<file path="config.mk">
export PLATFORM = sky130hd
export DESIGN_NAME = vna_ctrl
export DESIGN_NICKNAME = d
export VERILOG_FILES = /design/src/design/vna_pkg.sv /design/src/design/vna_ctrl.sv
export VERILOG_INCLUDE_DIRS = /design/src /design/src/design
export SDC_FILE = /design/constraint.sdc
export NUM_CORES = 1
export LEC_CHECK = 0
export ABC_AREA = 1
export BUFFER_PORTS_ARGS = -buffer_cell sky130_fd_sc_hd__clkbuf_2
export CORE_MARGIN = 4
export CORE_UTILIZATION = 35
export DETAILED_ROUTE_END_ITERATION = 10
export PLACE_DENSITY_LB_ADDON = 0.05
export SLEW_MARGIN = 20
export SYNTH_ARGS = -nofsm -noshare
export SYNTH_HDL_FRONTEND = slang
export SYNTH_SLANG_ARGS = --single-unit
</file>
<file path="constraint.sdc">
create_clock -name clock -period 1.5 [get_ports clock]
set_input_delay 0.15 -clock clock [delete_from_list [all_inputs] [get_ports clock]]
set_output_delay 0.15 -clock clock [all_outputs]
set_load 0.005 [all_outputs]
</file>
<file path="src/design/vertex_normal_accumulator_macros.svh">
// vertex_normal_accumulator_macros.svh: assertion macros for the vertex normal block
// depends on nothing; every asserting module samples on clock and is quiet in reset
`ifndef VERTEX_NORMAL_ACCUMULATOR_MACROS_SVH
`define VERTEX_NORMAL_ACCUMULATOR_MACROS_SVH

// same-cycle implication
`define VNA_ASSERT_IMP(name, ante, cons, msg) \
   name: assert property (@(posedge clock) disable iff (reset) (ante) |-> (cons)) \
      else $error(msg);

// next-cycle implication
`define VNA_ASSERT_NXT(name, ante, cons, msg) \
   name: assert property (@(posedge clock) disable iff (reset) (ante) |=> (cons)) \
      else $error(msg);

`endif

</file>
<file path="src/design/vna_pkg.sv">
// vna_pkg: sizes, payload structs, item codes and controller/datapath links
// for the vertex normal accumulator; depends on nothing
package vna_pkg;

   // storage and arithmetic sizes
   localparam int MAX_VERTICES = 4096;
   localparam int VIDX_BITS    = $clog2(MAX_VERTICES);
   localparam int INDEX_BITS   = 12;
   localparam int IDXC_BITS    = INDEX_BITS + 1;
   localparam int COORD_BITS   = 16;
   localparam int EDGE_BITS    = COORD_BITS + 1;
   localparam int PROD_BITS    = 2 * EDGE_BITS;
   localparam int FACE_BITS    = PROD_BITS + 1;
   localparam int SUM_BITS     = 48;
   localparam int OUT_BITS     = 48;

   // item codes
   localparam logic [1:0] MODE_LOAD = 2'd0;
   localparam logic [1:0] MODE_TRI  = 2'd1;
   localparam logic [1:0] MODE_READ = 2'd2;

   typedef struct packed {
      logic [1:0]                    mode;
      logic [INDEX_BITS-1:0]         vertex_index;
      logic [INDEX_BITS-1:0]         corner_b;
      logic [INDEX_BITS-1:0]         corner_c;
      logic signed [COORD_BITS-1:0]  pos_x;
      logic signed [COORD_BITS-1:0]  pos_y;
      logic signed [COORD_BITS-1:0]  pos_z;
   } req_type;

   typedef struct packed {
      logic [INDEX_BITS-1:0]       read_index;
      logic signed [OUT_BITS-1:0]  normal_x;
      logic signed [OUT_BITS-1:0]  normal_y;
      logic signed [OUT_BITS-1:0]  normal_z;
   } rsp_type;

   typedef enum logic [1:0] {
      CORNER_A,
      CORNER_B,
      CORNER_C
   } corner_type;

   // controller to datapath
   typedef struct packed {
      logic        cap;
      logic        pos_wr;
      logic        pos_rd0;
      logic        pos_rd1;
      corner_type  pos_sel;
      logic        e1_en;
      logic        e2_en;
      logic        mul_en;
      logic [2:0]  mul_sel;
      logic        term_en;
      logic        face_en;
      logic [1:0]  face_sel;
      logic        nrm_rd;
      logic        nrm_wr;
      logic        nrm_clr;
      corner_type  corner;
      logic        rsp_load;
   } cmd_type;

   // datapath to controller
   typedef struct packed {
      logic [1:0]  mode;
      logic        a_ok;
      logic        tri_ok;
      logic        rsp_free;
   } sts_type;

endpackage

</file>
<file path="src/design/vna_ctrl.sv">
// vna_ctrl: sequencer for load, triangle and read items
// depends on vna_pkg and the assertion macro header
`include "vertex_normal_accumulator_macros.svh"

module vna_ctrl (
   input  logic              clock,
   input  logic              reset,
   input  logic              req_valid,
   output logic              req_ready,
   input  vna_pkg::sts_type  sts,
   output vna_pkg::cmd_type  cmd
);
   import vna_pkg::*;

   typedef enum logic [3:0] {
      ST_IDLE,
      ST_DISPATCH,
      ST_POS_AB,
      ST_POS_C,
      ST_EDGE,
      ST_MUL,
      ST_ACC_RD,
      ST_ACC_WR,
      ST_NRM_RD,
      ST_RSP
   } state_type;

   localparam logic [2:0] MUL_LAST = 3'd6;
   localparam logic [2:0] MUL_PROD_LAST = 3'd5;

   state_type   state_ff, state_in;
   logic [2:0]  mul_cnt_ff, mul_cnt_in;
   corner_type  corner_ff, corner_in;

   assign req_ready = (state_ff == ST_IDLE);

   // next state
   always_comb begin
      state_in   = state_ff;
      mul_cnt_in = mul_cnt_ff;
      corner_in  = corner_ff;
      unique case (state_ff)
         ST_IDLE: begin
            if (req_valid) begin
               state_in = ST_DISPATCH;
            end
         end
         ST_DISPATCH: begin
            unique case (sts.mode)
               MODE_TRI:  state_in = sts.tri_ok ? ST_POS_AB : ST_IDLE;
               MODE_READ: state_in = ST_NRM_RD;
               default:   state_in = ST_IDLE;
            endcase
         end
         ST_POS_AB: state_in = ST_POS_C;
         ST_POS_C:  state_in = ST_EDGE;
         ST_EDGE: begin
            state_in   = ST_MUL;
            mul_cnt_in = '0;
         end
         ST_MUL: begin
            if (mul_cnt_ff == MUL_LAST) begin
               state_in  = ST_ACC_RD;
               corner_in = CORNER_A;
            end else begin
               mul_cnt_in = mul_cnt_ff + 3'd1;
            end
         end
         ST_ACC_RD: state_in = ST_ACC_WR;
         ST_ACC_WR: begin
            unique case (corner_ff)
               CORNER_A: begin
                  corner_in = CORNER_B;
                  state_in  = ST_ACC_RD;
               end
               CORNER_B: begin
                  corner_in = CORNER_C;
                  state_in  = ST_ACC_RD;
               end
               default: state_in = ST_IDLE;
            endcase
         end
         ST_NRM_RD: state_in = ST_RSP;
         ST_RSP: begin
            if (sts.rsp_free) begin
               state_in = ST_IDLE;
            end
         end
         default: state_in = ST_IDLE;
      endcase
   end

   // state and counters
   always_ff @(posedge clock) begin
      if (reset) begin
         state_ff   <= ST_IDLE;
         mul_cnt_ff <= '0;
         corner_ff  <= CORNER_A;
      end else begin
         state_ff   <= state_in;
         mul_cnt_ff <= mul_cnt_in;
         corner_ff  <= corner_in;
      end
   end

   // command decode
   always_comb begin
      cmd = '0;
      cmd.pos_sel = CORNER_B;
      cmd.corner  = CORNER_A;
      unique case (state_ff)
         ST_IDLE: cmd.cap = req_valid;
         ST_DISPATCH: begin
            if (sts.mode == MODE_LOAD && sts.a_ok) begin
               cmd.pos_wr  = 1'b1;
               cmd.nrm_wr  = 1'b1;
               cmd.nrm_clr = 1'b1;
            end
         end
         ST_POS_AB: begin
            cmd.pos_rd0 = 1'b1;
            cmd.pos_rd1 = 1'b1;
         end
         ST_POS_C: begin
            cmd.pos_rd1 = 1'b1;
            cmd.pos_sel = CORNER_C;
            cmd.e1_en   = 1'b1;
         end
         ST_EDGE: cmd.e2_en = 1'b1;
         ST_MUL: begin
            // products issue in pairs; second of each pair completes a component
            cmd.mul_en   = (mul_cnt_ff <= MUL_PROD_LAST);
            cmd.mul_sel  = mul_cnt_ff;
            cmd.term_en  = mul_cnt_ff[0];
            cmd.face_en  = (mul_cnt_ff != 3'd0) && !mul_cnt_ff[0];
            cmd.face_sel = mul_cnt_ff[2:1] - 2'd1;
         end
         ST_ACC_RD: begin
            cmd.nrm_rd = 1'b1;
            cmd.corner = corner_ff;
         end
         ST_ACC_WR: begin
            cmd.nrm_wr = 1'b1;
            cmd.corner = corner_ff;
         end
         ST_NRM_RD: cmd.nrm_rd = 1'b1;
         ST_RSP: cmd.rsp_load = sts.rsp_free;
         default: cmd.cap = 1'b0;
      endcase
   end

   `VNA_ASSERT_IMP(a_mul_step, state_ff == ST_MUL, mul_cnt_ff <= MUL_LAST, "mul step past end")
   `VNA_ASSERT_NXT(a_accept_dispatch, req_valid && req_ready, state_ff == ST_DISPATCH, "no dispatch after transfer")
   `VNA_ASSERT_NXT(a_rsp_wait, (state_ff == ST_RSP) && !sts.rsp_free, state_ff == ST_RSP, "left rsp wait early")

endmodule

</file>
==> out/summary.txt <==
worst vdd ir - 344 uV
DR iter-0 viols - 32
worst-margin pin slew - 0.229 ns
WP data arrival - 1.29 ns
Req. time, crit path - 1.35 ns
Final setup violation count - 0
Antenna Cells - 0
period utilization - 0.960
Worst Skew - 0.00561 ns
initial antenna violation count - 0
Synth cell types - 20
via count - 864
CTS max path bufs - 2
Hold Path Class - primary input to flip-flop
DR vias/cell - 4.70
clk slew on worst S/H paths - 0.06 ns
yosys warns - 0
Syn Nets - 141
largest cells by area after synthesis - dfxtp_1 23%, ha_1 14%, nor2_1 12%
first-pass GRT wire length - 3450 microns
sink of the worst hold path - state_ff[1]$_SDFFE_PP0P_
number of synthesized flops with an enable pin - 0
clock network latency to the later pin of the worst-skew pair - 0.26 ns
CTS Buf Count - 3
RSZ-0062 raised after global routing - true
htree depth - 1
flops & latches, synth - 9
Worst Setup Path Type - flip-flop to output port
FFs w/ async S/R, synth - 0
# hold bufs at CTS - 0
top-count cell post-synth - nor2_1
R2R cell count - 8
per-instance average area after synthesis - 6.35 sq um
run status - completed
Critical Path Sink Type - output port
Total GRT Usage - 0.134
Hold Crit Start - reset
Layout area overhead - 31.6%
Max Transition Viols Final - 0
Inst Count DP - 178
Placed Area - 945 sq um
Final Hold Viols - 0
Hold Path Depth - 2
DRT Pass-1 Iters - 4
Worst Path Max Fanout - 6
residual DRC count - 0
Synth area leader - dfxtp_1
Detailed Place HPWL - 1650 microns
commonest cells in the netlist - 25 x nor2_1, 20 x inv_1, 19 x nand2_1, 11 x nand3_1
Hold Slack - 0.106 ns
CP Launch Type - flip-flop
largest net degree at the start of global routing - 9
Initial Util - 0.385
Cell Area, Synth - 787 sq um
gr ovfl total - 0
RR Endpoint - mul_cnt_ff[0]$_SDFFE_PP0P_
wire length per cell - 11.0 microns
fin crit period - 1.44 ns
clock sinks - 9
RePlAce Congestion - 0.821
dominant synthesized flop cell - dfxtp_1
Max Cap Viol - 0
sequential share of the synthesized area - 0.229
I/O Pins - 31
TritonCTS clock tree - done
Core Area - 2040 sq um
r2r setup slk - 0.19 ns
Power per Cell Area - 556 nW/um^2
DIE WIDTH - 55.4 microns
Final nets - 175
proportion of layout cells with a drive suffix above 1 - 0.376
die area - 3070 sq um
fmax - 695 MHz
RR Startpoint - state_ff[0]$_SDFFE_PP0P_
cell area after layout - 1040 sq um
Syn Inst Count - 124
root buffer cell - clkbuf_4
Leak - 0.000545 uW
Slew headroom - 0.846
Setup TNS - 0 ns
input/output buffers - 30
site row count - 16
final instance count without filler cells - 184
vias in the first global route - 806
drt total wl - 2020 microns
Die Span Y - 55.4 microns
Yosys top cell area share - 0.229
remaining antenna violation count - 0
## final cells by class
| type | count | area [sq um] |
|---|---|---|
| Multi-Input combinational cell | 89 | 523 |
| Fill cell | 225 | 1010 |
| Inverter | 22 | 82.6 |
| Tap cell | 27 | 33.8 |
| Timing Repair Buffer | 33 | 173 |
| Clock buffer | 4 | 26.3 |
| Sequential cell | 9 | 198 |
## where the power goes
group / total (uW) / internal [uW] / leakage [uW] / switching (uW)
logic: 135 / 55.9 / 0.000453 / 79.0
clock network: 186 / 102 / 0.0000150 / 84.0
registers: 255 / 243 / 0.0000768 / 12.0
## stage by stage
stage          power [uW]  worst slack [ns]  utilization
2_1_floorplan         344             0.266            -
3_3_place_gp          381             0.107        0.463
3_5_place_dp          383            0.0760        0.463
4_1_cts               580            0.0132        0.496
5_1_grt               607           -0.0323        0.507
6_report              576            0.0605        0.507
## worst max-delay path, cell delays in order, from the launching register on
cell	delay (ns)
dfxtp_4	0.38
inv_2	0.06
ha_1	0.19
a21oi_1	0.14
a32oi_1	0.11
inv_1	0.06
clkbuf_2	0.10
## worst max path at each step
stage          cells after the start                         end  slack, ns                       start
4_1_cts                            6                     cmd[13]       0.01  mul_cnt_ff[1]$_SDFFE_PP0P_
6_report                           6                     cmd[13]       0.06  mul_cnt_ff[1]$_SDFFE_PP0P_
2_1_floorplan                      8  mul_cnt_ff[0]$_SDFFE_PP0P_       0.27  mul_cnt_ff[0]$_SDFFE_PP0P_
3_3_place_gp                       8  mul_cnt_ff[0]$_SDFFE_PP0P_       0.11  mul_cnt_ff[0]$_SDFFE_PP0P_
3_5_place_dp                       8  mul_cnt_ff[2]$_SDFFE_PP0P_       0.08  mul_cnt_ff[0]$_SDFFE_PP0P_
5_1_grt                            6                     cmd[13]      -0.03  mul_cnt_ff[1]$_SDFFE_PP0P_
## cell usage in the layout, fill, tap and decap left out, types with 3 or more instances in the layout
master	count
clkbuf_2	29
nor2_1	22
nand2_1	19
inv_1	18
nand3_1	11
ha_1	9
a21oi_1	7
nor2_4	5
inv_2	4
dfxtp_4	4
nor2_2	3
clkbuf_4	3
dfxtp_1	3
buf_4	3
## repair_timing
action / 4_1_cts / 5_1_grt
setup endpoints to repair: 9 / 13
pin swaps: 2 / 3
gates resized for setup: 11 / 11
setup buffers: 2 / 0
## kinds of logic (layout without fill, tap and decap cells)
| kind of cell | count (synthesis) | after routing | synth area share |
|---|---|---|---|
| AND/OR/NAND/NOR | 67 | 67 | 0.390 |
| buffers and inverters | 26 | 59 | 0.148 |
| AO/OA/AOI/OAI | 13 | 13 | 0.0906 |
| adder cells (fa/ha/maj) | 9 | 9 | 0.143 |
| flip-flops | 9 | 9 | 0.229 |
## flip-flops by register name (all words and copies together), names as in the netlist
name,count
state_ff,4
mul_cnt_ff,3
corner_ff,2
## per-layer routing
| metal | vias to the layer above | global-route usage | wire [microns] |
|---|---|---|---|
| li1 | 457 | - | - |
| met1 | 381 | 0.161 | 927 |
| met2 | 23 | 0.238 | 982 |
| met3 | 3 | 0.0186 | 94 |
| met4 | 0 | 0.0521 | 17 |
| met5 | - | 0 | 0 |
(Power assumes the default switching activity.)
